### config.mk
export PLATFORM = sky130hd
export DESIGN_NAME = gop_front
export DESIGN_NICKNAME = d
export VERILOG_FILES = /design/src/sv/gop_pkg.sv /design/src/sv/gop_front.sv
export SDC_FILE = /design/constraint.sdc
export NUM_CORES = 1
export LEC_CHECK = 0
export BUFFER_PORTS_ARGS = -buffer_cell sky130_fd_sc_hd__buf_4
export CORE_UTILIZATION = 27
export DETAILED_ROUTE_END_ITERATION = 16
export GPL_TIMING_DRIVEN = 0
export SLEW_MARGIN = 25
export SYNTH_ARGS = -nofsm -noshare
export SYNTH_HDL_FRONTEND = slang
export SYNTH_SLANG_ARGS = --single-unit
### constraint.sdc
create_clock -name vclk -period 6.8
set_input_delay 1.02 -clock vclk [all_inputs]
set_output_delay 1.02 -clock vclk [all_outputs]
set_load 0.02 [all_outputs]
### src/sv/gop_pkg.sv
// ----------------------------------------------------------------------------
// gop_pkg
// Shared types and constants of the grain orientation parameter unit.
// ----------------------------------------------------------------------------
package gop_pkg;

    localparam int FRACTION_BITS          = 16;
    localparam int DEFAULT_MAX_NEIGHBOURS = 255;
    localparam int QUEUE_DEPTH            = 4;

    localparam int VALUE_W   = FRACTION_BITS + 2;
    localparam int TERM_W    = FRACTION_BITS + 2;
    localparam int SUM_W     = 26;
    localparam int MEAN_W    = SUM_W + 1;
    localparam int RATIO_W   = 30;
    localparam int ROUND_SH  = 2 * RATIO_W - FRACTION_BITS;
    localparam int PROJ_W    = 50;
    localparam int CFG_W     = 48;

    localparam logic [63:0] NEAR_ZERO_Q60 = 64'd11529215047;

    // register indexes
    localparam logic [2:0] REG_BOX_X     = 3'd0;
    localparam logic [2:0] REG_BOX_Y     = 3'd1;
    localparam logic [2:0] REG_BOX_Z     = 3'd2;
    localparam logic [2:0] REG_X_COEFFS  = 3'd3;
    localparam logic [2:0] REG_Y_COEFFS  = 3'd4;
    localparam logic [2:0] REG_GRAIN_CUT = 3'd5;

    localparam logic [30:0]      BOX_RESET      = 31'd65536;
    localparam logic [47:0]      X_COEFFS_RESET = 48'd16384;
    localparam logic [47:0]      Y_COEFFS_RESET = 48'd1073741824;
    localparam logic [VALUE_W-1:0] CUT_RESET    = VALUE_W'(65536);

    typedef struct packed {
        logic [31:0] offset_x;
        logic [31:0] offset_y;
        logic [31:0] offset_z;
        logic        is_neighbour;
        logic        last_of_atom;
    } item_t;

    typedef struct packed {
        logic [VALUE_W-1:0] orientation_value;
        logic               grain_id;
        logic [7:0]         neighbour_total;
    } result_t;

    // offsets after the minimum image
    typedef struct packed {
        logic [31:0] rx;
        logic [31:0] ry;
        logic [31:0] rz;
        logic        is_neighbour;
        logic        last_of_atom;
    } work_t;

endpackage

### src/sv/gop_front.sv
// ----------------------------------------------------------------------------
// gop_front
// Takes requests, applies the periodic minimum image and drops empty markers.
// ----------------------------------------------------------------------------
module gop_front (
    input  logic                push,
    input  logic                q_full,
    input  gop_pkg::item_t      item,
    input  logic [30:0]         box_x,
    input  logic [30:0]         box_y,
    input  logic [30:0]         box_z,
    output logic                q_wr,
    output gop_pkg::work_t      q_work
);

    function automatic logic [31:0] min_image(input logic [31:0] r, input logic [30:0] l);
        logic signed [32:0] r2;
        logic signed [32:0] ls;
        logic signed [32:0] rs;
        logic signed [32:0] res;
        r2 = {r, 1'b0};
        ls = {2'b00, l};
        rs = {r[31], r};
        if (r2 >= ls)
        begin
            res = rs - ls;
        end
        else if (r2 <= -ls)
        begin
            res = rs + ls;
        end
        else
        begin
            res = rs;
        end
        return res[31:0];
    endfunction

    always_comb
    begin
        q_work.rx           = min_image(item.offset_x, box_x);
        q_work.ry           = min_image(item.offset_y, box_y);
        q_work.rz           = min_image(item.offset_z, box_z);
        q_work.is_neighbour = item.is_neighbour;
        q_work.last_of_atom = item.last_of_atom;
        // a marker that is neither neighbour nor last changes nothing
        q_wr = push && !q_full && (item.is_neighbour || item.last_of_atom);
    end

endmodule

==> results.md <==
* Post-route setup slack at -0.349 ns
* Post-DP Area at 0.0198 mm²
* Worst-path fanout max at 6
* P_int at 0.831 mW
* Vias in the first global route at 18800
* CP max stage delay at 0.54 ns
* Required @ worst endpoint at 5.78 ns
* Main combinational cell family by area after synthesis: compound AO/OA/AOI/OAI gates
* Die W at 250 µm
* FFs & Latches at 0
* WP data arrival at 6.13 ns
* Register area at 0 µm²
* Worst hold path type: primary input to primary output
* PD cells at 98.9 mW/mm²
* Top cells by area, synth: ha_1, a21oi_1, nor2_1
* Max-Cap Viols at 0
* Fin util at 0.348
* First-pass DRT Iterations at 5
* Sw Share at 0.601
* Netlist cell types at 93
* Routed vias/inst at 5.74
* Post-route antenna net violation count at 0
* Seq pwr share at 0
* WL per Instance at 19.8 µm
* Setup TNS at -7.19 ns
* Clock power share at 0
* Global-route wire length before repair at 106000 µm
* Post-Synth XOR/XNOR Area at 0.0465
* Final cell count without fillers at 3552
* Peak Freq at 140 MHz
* GRT Total Usage at 0.210
* WL final at 70200 µm
* Final hold violation count at 0
* Total gr overflow at 0
* Area grow syn2layout at 27.1%
* Failing checks: setup timing
* IO Pins at 292
* Die footprint at 0.0624 mm²
* Fin. max-slew vios at 0
* Yosys warning count at 0
* Nets at 3343
* Slew headroom at 0.367
* CP Launch Type: primary input
* Die height at 250 µm
* Post-Syn Area at 0.0166 mm²
* Crit path kind: primary input to primary output
* Share of Yosys cell area claimed by the top area cell type at 0.283
* Placed Instances at 3497
* Worst ir drop on vdd at 62.0 µV
* RSZ-0062 raised after global routing: yes
* Fillers at 6563
* Post-synthesis adder-cell area fraction at 0.290
* Detailed Route Iter0 Violations at 1808
* CP Capture Type: primary output
* Status: finished, violations left
* Combinational Power Share at 1.000
* Pleak at 9.59 nW
* Mapped Cells at 2423
* Final Cell Area at 0.0211 mm²
* Least-Margin Pin Slew at 0.950 ns
* Worst path cell trace: buf_8, nor3_4, nand3_4, or4_4, nor2_4, nand2_4, or3_4, nor2b_4, nand2_2, nor2_2, xnor2_1, ha_1, nand4_4, or4_4, or4_4, o22a_1, a21oi_4, nor2b_2, buf_6, buf_4, buf_6, a221o_1, a22o_1, buf_6
* Initial antenna violation count at 5
* Slowest CP cell: or4_4
* Hold_buf cts at 0
* Num rows at 90
* Syn Area/Cell at 6.84 µm²
* Psw at 1.25 mW
* Simple logic cell fraction of the synthesized area at 0.229
* Clkbuf count at 0
* Initial core utilization at 0.274
* Largest net degree at the start of global routing at 11
* Vias at 20400
* Proportion of layout cells with a drive suffix above 1 at 0.184
* Syn Nets at 2997
* Endpoints failing setup at 30
* DRC at 0
* Port Buffers at 292
* GPL Wtd Cong at 0.950
* Area leader, netlist: ha_1
* Pwr Total at 2.08 mW
* Final worst path period need at 7.15 ns
* Seq/Total Area, Yosys at 0
* Total core area at 0.0605 mm²
* Compound-gate portion of the synthesized area at 0.359
* Mux contribution to synthesized area at 0.00680
* DP HPWL at 57400 µm
* Final Cycle Share at 1.05
==> kinds of logic after synthesis <==
| kind of cell | after synthesis |
|---|---|
| buffers and inverters | 293 |
| muxes | 11 |
| adders and majority gates | 381 |
| AOI/OAI and AO/OA | 875 |
| and+or+nand+nor | 775 |
| xor gates and xnor gates | 88 |
==> what timing repair did <==
item	CTS	global route
setup buffers	27	25
pin swaps	46	50
cloned	2	1
endpoints found under the setup margin	96	96
resized for setup	124	84
==> placed cells by master, fill, tap and decap left out, types with 17 or more instances in the layout <==
master | synthesis | layout
a211oi_1 | 24 | 22
a21o_1 | 75 | 75
a21oi_1 | 229 | 222
a221o_1 | 33 | 33
a221oi_1 | 19 | 17
a22o_1 | 25 | 25
a31oi_1 | 20 | 18
buf_4 | 5 | 318
buf_6 | 1 | 28
clkbuf_1 | 83 | 66
ha_1 | 375 | 374
inv_1 | 194 | 188
nand2_1 | 156 | 149
nand2b_1 | 27 | 25
nand3_1 | 61 | 57
nand4_1 | 53 | 53
nor2_1 | 227 | 218
nor2b_1 | 37 | 36
nor3_1 | 76 | 67
nor4_1 | 41 | 33
o211ai_1 | 31 | 31
o21a_1 | 24 | 23
o21ai_0 | 121 | 116
o21ai_1 | 25 | 24
o21bai_1 | 32 | 32
o221ai_1 | 25 | 19
o22ai_1 | 36 | 28
o31ai_1 | 26 | 26
or3_1 | 23 | 18
xnor2_1 | 83 | 83
==> worst paths after layout <==
kind / endpoint / startpoint / cells past startpoint
worst max-delay path: q_work[46] / box_y[3] / 24
worst min-delay path: q_wr / q_full / 3
==> per-stage QoR <==
stage	worst slack, ns	hold WS [ns]
3_5_place_dp	-1.43	2.30
2_1_floorplan	0.0268	2.12
5_1_grt	-0.447	2.31
3_3_place_gp	-1.52	2.30
6_report	-0.349	2.30
4_1_cts	-0.318	2.30
==> power groups by stage <==
stage | Clock (mW) | Sequential [mW] | Combinational (mW)
finish | 0.0000000594 | 0 | 2.08
CTS | 0 | 0 | 2.00
detailed placement | 0 | 0 | 1.91
global placement | 0 | 0 | 1.91
floorplan | 0 | 0 | 1.21
global route | 0.0000000593 | 0 | 2.25
==> layout make-up <==
type	count	area, µm²	share of cell area
multi-input cells	2130	16000	0.760
repair buffers	347	2810	0.133
well taps	782	978	0.0464
plain buffers	95	519	0.0246
inverters	195	743	0.0353
diodes	3	7.51	0.000356
==> synth_stat cells, drive strengths merged (12+ instances only) <==
| library cell | number |
|---|---|
| o21ai | 146 |
| nor2b | 38 |
| o22ai | 37 |
| o31ai | 26 |
| a21oi | 230 |
| nor2 | 227 |
| a211oi | 25 |
| ha | 375 |
| and3 | 14 |
| or3 | 23 |
| o21a | 24 |
| inv | 195 |
| nand3 | 61 |
| o211ai | 31 |
| nand2 | 156 |
| a31oi | 20 |
| nor4 | 41 |
| nor3 | 78 |
| clkbuf | 83 |
| xnor2 | 83 |
| nand2b | 27 |
| nand4 | 54 |
| o21bai | 32 |
| or2 | 16 |
| o31a | 12 |
| o221ai | 25 |
| a221o | 33 |
| a2111oi | 12 |
| a21o | 75 |
| buf | 15 |
| a22o | 25 |
| a221oi | 21 |
| a22oi | 14 |
==> worst max-delay path, delay by kind of cell <==
family	cells	cell delay, ns
and+or+nand+nor	13	3.02
adders and majority gates	1	0.33
xor gates and xnor gates	1	0.07
AOI/OAI and AO/OA	4	1.05
buffers and inverters	5	0.64
==> per-layer routing <==
layer,track usage,part of all wire
met3,0.0202,0.076
met5,0,0.00044
met1,0.286,0.44
met4,0.0672,0.037
met2,0.346,0.45
Power figures use the tool's default switching activity.
