[config.mk]
export PLATFORM = sky130hd
export DESIGN_NAME = gop_fifo
export DESIGN_NICKNAME = d
export VERILOG_FILES = /design/src/sv/gop_pkg.sv /design/src/sv/gop_fifo.sv
export SDC_FILE = /design/constraint.sdc
export NUM_CORES = 1
export LEC_CHECK = 0
export BUFFER_PORTS_ARGS = -buffer_cell sky130_fd_sc_hd__buf_2
export CAP_MARGIN = 20
export CORE_ASPECT_RATIO = 0.75
export CORE_UTILIZATION = 25
export CTS_BUF_LIST = sky130_fd_sc_hd__clkbuf_4
export CTS_CLUSTER_SIZE = 10
export DETAILED_ROUTE_END_ITERATION = 7
export GPL_TIMING_DRIVEN = 0
export SETUP_SLACK_MARGIN = 0.05
export SLEW_MARGIN = 40
export SYNTH_ARGS = -nofsm -noshare
export SYNTH_HDL_FRONTEND = slang
export SYNTH_SLANG_ARGS = --single-unit
[constraint.sdc]
create_clock -name clk -period 2.3 [get_ports clk]
set_input_delay 0.46 -clock clk [delete_from_list [all_inputs] [get_ports clk]]
set_output_delay 0.46 -clock clk [all_outputs]
set_load 0.01 [all_outputs]
[src/sv/gop_pkg.sv]
// ----------------------------------------------------------------------------
// gop_pkg
// Shared types and constants of the grain orientation parameter unit.
// ----------------------------------------------------------------------------
package gop_pkg;

    localparam int FRACTION_BITS          = 16;
    localparam int DEFAULT_MAX_NEIGHBOURS = 255;
    localparam int QUEUE_DEPTH            = 4;

    localparam int VALUE_W   = FRACTION_BITS + 2;
    localparam int TERM_W    = FRACTION_BITS + 2;
    localparam int SUM_W     = 26;
    localparam int MEAN_W    = SUM_W + 1;
    localparam int RATIO_W   = 30;
    localparam int ROUND_SH  = 2 * RATIO_W - FRACTION_BITS;
    localparam int PROJ_W    = 50;
    localparam int CFG_W     = 48;

    localparam logic [63:0] NEAR_ZERO_Q60 = 64'd11529215047;

    // register indexes
    localparam logic [2:0] REG_BOX_X     = 3'd0;
    localparam logic [2:0] REG_BOX_Y     = 3'd1;
    localparam logic [2:0] REG_BOX_Z     = 3'd2;
    localparam logic [2:0] REG_X_COEFFS  = 3'd3;
    localparam logic [2:0] REG_Y_COEFFS  = 3'd4;
    localparam logic [2:0] REG_GRAIN_CUT = 3'd5;

    localparam logic [30:0]      BOX_RESET      = 31'd65536;
    localparam logic [47:0]      X_COEFFS_RESET = 48'd16384;
    localparam logic [47:0]      Y_COEFFS_RESET = 48'd1073741824;
    localparam logic [VALUE_W-1:0] CUT_RESET    = VALUE_W'(65536);

    typedef struct packed {
        logic [31:0] offset_x;
        logic [31:0] offset_y;
        logic [31:0] offset_z;
        logic        is_neighbour;
        logic        last_of_atom;
    } item_t;

    typedef struct packed {
        logic [VALUE_W-1:0] orientation_value;
        logic               grain_id;
        logic [7:0]         neighbour_total;
    } result_t;

    // offsets after the minimum image
    typedef struct packed {
        logic [31:0] rx;
        logic [31:0] ry;
        logic [31:0] rz;
        logic        is_neighbour;
        logic        last_of_atom;
    } work_t;

endpackage

[src/sv/gop_fifo.sv]
// ----------------------------------------------------------------------------
// gop_fifo
// Small register queue, first in first out, data shown while not empty.
// ----------------------------------------------------------------------------
module gop_fifo #(
    parameter int WIDTH = 8,
    parameter int DEPTH = gop_pkg::QUEUE_DEPTH
) (
    input  logic             clk,
    input  logic             rst_n,
    input  logic             wr,
    input  logic [WIDTH-1:0] wdata,
    output logic             full,
    input  logic             rd,
    output logic [WIDTH-1:0] rdata,
    output logic             empty
);

    localparam int AW = $clog2(DEPTH);

    logic [WIDTH-1:0] mem_reg [DEPTH];
    logic [AW-1:0]    wr_ptr_reg, wr_ptr_next;
    logic [AW-1:0]    rd_ptr_reg, rd_ptr_next;
    logic [AW:0]      count_reg, count_next;
    logic             do_wr, do_rd;

    assign full  = (count_reg == (AW+1)'(DEPTH));
    assign empty = (count_reg == '0);
    assign rdata = mem_reg[rd_ptr_reg];
    assign do_wr = wr && !full;
    assign do_rd = rd && !empty;

    always_comb
    begin
        wr_ptr_next = do_wr ? wr_ptr_reg + 1'b1 : wr_ptr_reg;
        rd_ptr_next = do_rd ? rd_ptr_reg + 1'b1 : rd_ptr_reg;
        count_next  = count_reg;
        if (do_wr && !do_rd)
        begin
            count_next = count_reg + 1'b1;
        end
        else if (do_rd && !do_wr)
        begin
            count_next = count_reg - 1'b1;
        end
    end

    always_ff @(posedge clk or negedge rst_n)
    begin
        if (!rst_n)
        begin
            wr_ptr_reg <= '0;
            rd_ptr_reg <= '0;
            count_reg  <= '0;
        end
        else
        begin
            wr_ptr_reg <= wr_ptr_next;
            rd_ptr_reg <= rd_ptr_next;
            count_reg  <= count_next;
        end
    end

    always_ff @(posedge clk)
    begin
        if (do_wr)
        begin
            mem_reg[wr_ptr_reg] <= wdata;
        end
    end

endmodule

==> out/results.ini, run 1 <==
[cells_and_area]
multiInputGateArea_um2=426.7
drive_above_1_share_pct=44.34
diodes=0
fillCellCount=579
nNetsFinal=123
regArea_um2=1136
layout.cells.most_common_list=edfxtp_1 (32), buf_2 (21), mux4_2 (8)
area_growth_pct=18.42
largest_reg_flops=32
layout_commonest_cell=edfxtp_1

[logic_synthesis]
synth-edff-count=32
ys_ff_latch=39
synth_ff_type=edfxtp_1
netlist_area_um2=1589
yosysWarnings=0
ys_types=20
seq_area_frac_synth_pct=71.50
postSynth.asyncResetShare_pct=17.95
synthesis.instances=77
synth_nets=95
syn_avg_cell_area_um2=20.64

[floorplanning]
dieArea_um2=6682
boundaryPins=22
die_y_um=71.05
rows=24
die_w_um=94.06
core_area_um2=5976
start_util_pct=26.59

[place]
gp_congestion=0.7244
port_buffers=21

[power_and_ir_drop]
p_leak_nw=0.6908
ir_drop_mv=0.3752
powerDensity_nw_per_um2=1215
total_power_mw=2.286

[worst_setup_path]
cpMaxStageDelayCell=mux4_2
cp_cell_sequence=clkbuf_4, mux4_2, buf_2
critical_path_class=flop to primary output
required_ps=1840
crit_fanout=10
end_kind=primary output
arrival_ps=1630
max_stage_delay_ps=540
cp-start-kind=flop

[drt]
route.detailed.drc=0
dr_total_vias=758
first_iter_violations=36
drt-vias-per-instance=4.120
drtAntennaViolNets=0
wire_per_inst_um=14.15
routed_wl_um=2604
drt_pass1_iterations=2

[clock_network]
htreeDepth=2
root_buffer=clkbuf_4
cts_buffers=5
cts_max_path_buffers=2
clkTransAtPathRegs_ps=110
cts_tree=yes
clock_sinks=39
clk_latency_ps=330

[min_path]
hold_path_class=input port to flop

[timing]
max_freq_mhz=479.6
fin_setup_tns_ps=0
finalSetupViolations=0
layout_min_cycle_time_ps=2085
drv_slew=0
timing.slew.headroom_pct=70.70
hold_viol=0
fin_crit_sh_pct=90.65
rsz0062_at_grt=true
fin_skew_ps=10.20
hold_slack_ps=339.8
worst_pin_slew_ps=439.6

[global_routing]
gr-total-overflow=0
track_usage_pct=9.137
grt_pass1_vias=877
grt_max_degree=13
antenna_found_initial=0
grt_pass1_wl_um=4340

[run_status]
status=complete, no violations

[flow_run]
cap_violations=0

## synth_stat cells (all sizes together), types with 2 or more instances
cell	instances	area (um2)
and2	4	30.03
buf	2	16.26
dfrtp	7	175.2
edfxtp	32	960.9
ha	5	62.56
inv	3	11.26
mux2	2	26.27
mux4	8	180.2
xnor2	4	35.03
xor2	2	17.52
## power breakdown
group          switching [mW]  total (mW)  internal [mW]
Combinational           0.368       0.775          0.407
Clock                   0.204       0.427          0.224
Sequential              0.128        1.08          0.956
## per-stage QoR
stage / util, % / area, um2 / cells / worst slack (ps)
2_1_floorplan: - / 1589 / 77 / 224.0
3_3_place_gp: 29.98 / 1792 / 176 / 280.8
3_5_place_dp: 29.98 / 1792 / 176 / 226.9
4_1_cts: 31.43 / 1878 / 185 / 78.27
5_1_grt: 31.49 / 1882 / 184 / 13.52
6_report: 31.49 / 1882 / 184 / 215.0
## worst max-delay path, delay by kind of cell (launching register included)
| kind | cells | cell delay [ps] |
|---|---|---|
| mux | 1 | 540 |
| flops | 1 | 330 |
| buf+inv | 2 | 420 |
## repair_timing
action / in CTS / in global routing
buffers inserted: 0 / 0
resized for setup: 0 / 2
setup endpoints to repair: 0 / 7
hold buffers: 1 / 0
hold endpoints to repair: 7 / 0
## cell type report
| class | count | share of cell area, % |
|---|---|---|
| flip-flops and latches | 39 | 60.37 |
| clock buffers | 5 | 1.995 |
| multi-input cells | 32 | 22.67 |
| inverters | 3 | 0.5984 |
| well taps | 78 | 5.186 |
| plain buffers | 2 | 0.9973 |
| repair buffers | 22 | 6.117 |
| clock inverters | 3 | 2.061 |
## logic make-up (layout without fill, tap and decap cells)
family	after synthesis	after routing	synth area share [%]
XOR/XNOR	6	6	3.307
adder cells (fa/ha/maj)	6	6	5.197
buffers and inverters	6	35	1.968
flip-flops	39	39	71.50
multiplexers	10	10	12.99
AND/OR/NAND/NOR	10	10	5.040
## worst paths after layout
kind,endpoint,slack (ps),start,cells after the start
max in group asynchronous,rd_ptr_reg[0],1680,rst_n,2
max reg2reg,count_reg[2],230,count_reg[0],8
min reg2reg,count_reg[2],550,count_reg[2],1
max,rdata[3],210,rd_ptr_reg[0],3
min in group asynchronous,count_reg[2],470,rst_n,2
min,mem_reg[3][7],340,wdata[7],1
## per-layer routing
metal  global-route usage (%)  routed length (um)  part of all wire (%)
met1                    9.771                1062                    41
met4                    5.128                  50                   1.9
met3                    2.581                 114                   4.4
met2                    16.22                1377                    53
met5                        0                   0                     0
Power figures use the tool's default switching activity.
==> run 2: changes to the inputs <==
Settings changed: ABC_AREA set to 1.
==> run 2 against run 1 <==
  * Core utilization is 0.53 points lower
  * Synthesized cell count is 100% higher
  * First-iteration DRC count is 61% higher
  * Fmax rose by 6.9%
  * Largest cell class unchanged
==> out/results.ini, run 2 <==
[floorplanning]
rows=25  ; +4.2%
core_area_um2=6506  ; +8.9%
die_w_um=98.17  ; +4.4%
start_util_pct=26.65  ; +0.063 points
boundaryPins=22  ; unchanged
die_y_um=74.13  ; +4.3%
dieArea_um2=7277  ; +8.9%

[worst_setup_path]
r2r_setup_slack_ps=350  ; +120 ps
end_kind=flop
required_ps=2550  ; +710 ps
arrival_ps=2200  ; +570 ps
crit_fanout=7  ; -3
cp-start-kind=flop
critical_path_class=flop to flop

[logic_synthesis]
postSynth.asyncResetShare_pct=17.95  ; unchanged
synthesis.instances=154  ; +100%
synthMostInstantiatedCell=nand2_1
synth-edff-count=32  ; unchanged
ys_types=16  ; -20%
netlist_top_cells_count=nand2_1 (41), edfxtp_1 (32), inv_1 (32)
synth_area_leaders=edfxtp_1 (55%), dfrtp_1 (10%), nand2_1 (8.9%)
seq_area_frac_synth_pct=65.51  ; -6.0 points
ys_ff_latch=39  ; unchanged
syn_avg_cell_area_um2=11.26  ; -45%
synth_nets=172  ; +81%
synth_ff_type=edfxtp_1
netlist_area_um2=1734  ; +9.1%
yosysWarnings=0  ; unchanged
yosysTopAreaCellShare_pct=55.41  ; -5.1 points
synth_area_leader_cell=edfxtp_1

[timing]
drv_slew=0  ; unchanged
worst_pin_slew_ps=770.4  ; +330.9 ps
finalSetupViolations=0  ; unchanged
fin_setup_tns_ps=0  ; unchanged
hold_viol=0  ; unchanged
layout_min_cycle_time_ps=1950  ; -135.4 ps
fin_crit_sh_pct=84.77  ; -5.9 points
max_freq_mhz=512.9  ; +6.9%
timing.slew.headroom_pct=48.45  ; -22 points
layout_setup_ws_ps=350.4  ; +135.4 ps
rsz0062_at_grt=false
fin_skew_ps=11.09  ; +0.8893 ps

[clock_network]
root_buffer=clkbuf_4
cts_max_path_buffers=2  ; unchanged
cts_buffers=5  ; unchanged
post_cts_buffers=0  ; unchanged
clkTransAtPathRegs_ps=130  ; +20 ps
cts_tree=yes
clock_sinks=39  ; unchanged
htreeDepth=2  ; unchanged
clk_latency_ps=350  ; +20 ps

[drt]
route.detailed.drc=0  ; unchanged
drt_pass1_iterations=6  ; +4
drtAntennaViolNets=0  ; unchanged
first_iter_violations=58  ; +61%
routed_wl_um=3057  ; +17%
dr_total_vias=1079  ; +42%
drt-vias-per-instance=4.072  ; -1.2%
wire_per_inst_um=11.54  ; -18%

[global_routing]
antenna_found_initial=0  ; unchanged
track_usage_pct=9.152  ; +0.015 points
grt_pass1_wl_um=4878  ; +12%
grt_max_degree=15  ; +2
gr-total-overflow=0  ; unchanged
grt_pass1_vias=1011  ; +15%

[power_and_ir_drop]
p_leak_nw=0.8983  ; +30%
ir_drop_mv=0.2767  ; -26%
powerDensity_nw_per_um2=1185  ; -2.5%

[cells_and_area]
layout_commonest_cell=nand2_1
layout.cells.most_common_list=nand2_1 (41), inv_1 (32), edfxtp_1 (32)
final_area_um2=2014  ; +7.0%
area_growth_pct=16.16
diodes=0  ; unchanged
largest_reg_flops=32  ; unchanged
nNetsFinal=201  ; +63%
drive_above_1_share_pct=19.57  ; -25 points

[place]
dpl_cell_area_um2=1941  ; +8.3%
place_ws_ps=366.0  ; +139.1 ps
gp_congestion=0.7342  ; +1.4%
hpwl_um=2110
port_buffers=21  ; unchanged

[flow_run]
cap_violations=0  ; unchanged

[min_path]
hold_path_class=input port to flop

[run_status]
status=complete, no violations

==> run 2: cell count changes in the layout (fill, tap and decap cells not counted), sizes merged, moves of 3 or more <==
| cell | before | now |
|---|---|---|
| nand2 | 0 | 41 |
| o211ai | 0 | 16 |
| and2 | 4 | 0 |
| inv | 3 | 35 |
| nor2 | 1 | 4 |
| xnor2 | 4 | 1 |
| nand3 | 0 | 7 |
| mux4 | 8 | 0 |
==> run 2: kinds of logic (layout without fill, tap and decap cells) <==
group | count (synthesis) | count (layout) | synth area share (%)
buffers and inverters | 38 | 68 | 9.885
adder cells (fa/ha/maj) | 6 | 6 | 4.762
flip-flops | 39 | 39 | 65.51
AND/OR/NAND/NOR | 53 | 53 | 12.12
AO/OA/AOI/OAI | 17 | 17 | 7.215
XOR/XNOR | 1 | 1 | 0.5051
==> run 2: metrics by stage <==
step           power, mW  instances  hold WS [ps]  utilization (%)
2_1_floorplan      1.724        154         164.4                -
3_5_place_dp       2.061        256         302.9            29.83
4_1_cts            2.424        265         296.6            30.92
6_report           2.386        265         304.6            30.96
3_3_place_gp       2.034        256         304.6            29.83
5_1_grt            2.579        265         298.1            30.96
==> run 2: final timing paths <==
check	startpoint	end	depth (start not counted)
max	count_reg[1]	count_reg[1]	9
min	wdata[7]	mem_reg[0][7]	1
max reg2reg	count_reg[1]	count_reg[1]	9
min reg2reg	count_reg[2]	count_reg[2]	2
max in group asynchronous	rst_n	rd_ptr_reg[1]	2
min in group asynchronous	rst_n	count_reg[1]	2
==> run 2: final cells by class <==
cell class	instances	area (um2)
Buffer	4	43.79
Clock buffer	5	37.54
Clock inverter	3	23.77
Fill cell	678	4492
Inverter	34	127.6
Multi-Input combinational cell	77	429.2
Sequential cell	39	1136
Tap cell	81	101.3
Timing Repair Buffer	22	115.1
==> run 2: report_power, final <==
| part | total (mW) | internal [mW] | switching, mW | leakage (nW) |
|---|---|---|---|---|
| clock | 0.367 | 0.122 | 0.244 | 0.0278 |
| sequential | 1.03 | 0.950 | 0.0761 | 0.378 |
| combinational | 0.993 | 0.376 | 0.617 | 0.493 |
| total | 2.39 | 1.45 | 0.938 | 0.898 |
==> run 2: repair_timing <==
item,CTS,global route
endpoints found under the hold margin,7,0
hold buffers,1,0
gates resized for setup,0,0
==> run 2: worst max-delay path, cell delays in order, from the launching register on <==
cell and delay (ps):
dfrtp_1 430, inv_1 100, nand3_1 150, nand2_1 240
inv_1 80, ha_1 210, inv_1 90, fa_1 410
nand2_1 70, o21ai_0 70
==> run 2: per-layer routing <==
metal,up-vias,share of wire [%],track usage [%]
met5,-,0,0
met4,0,1.7,4.478
met3,5,3.9,3.008
met2,18,49,15.57
met1,492,46,10.68
li1,564,-,-
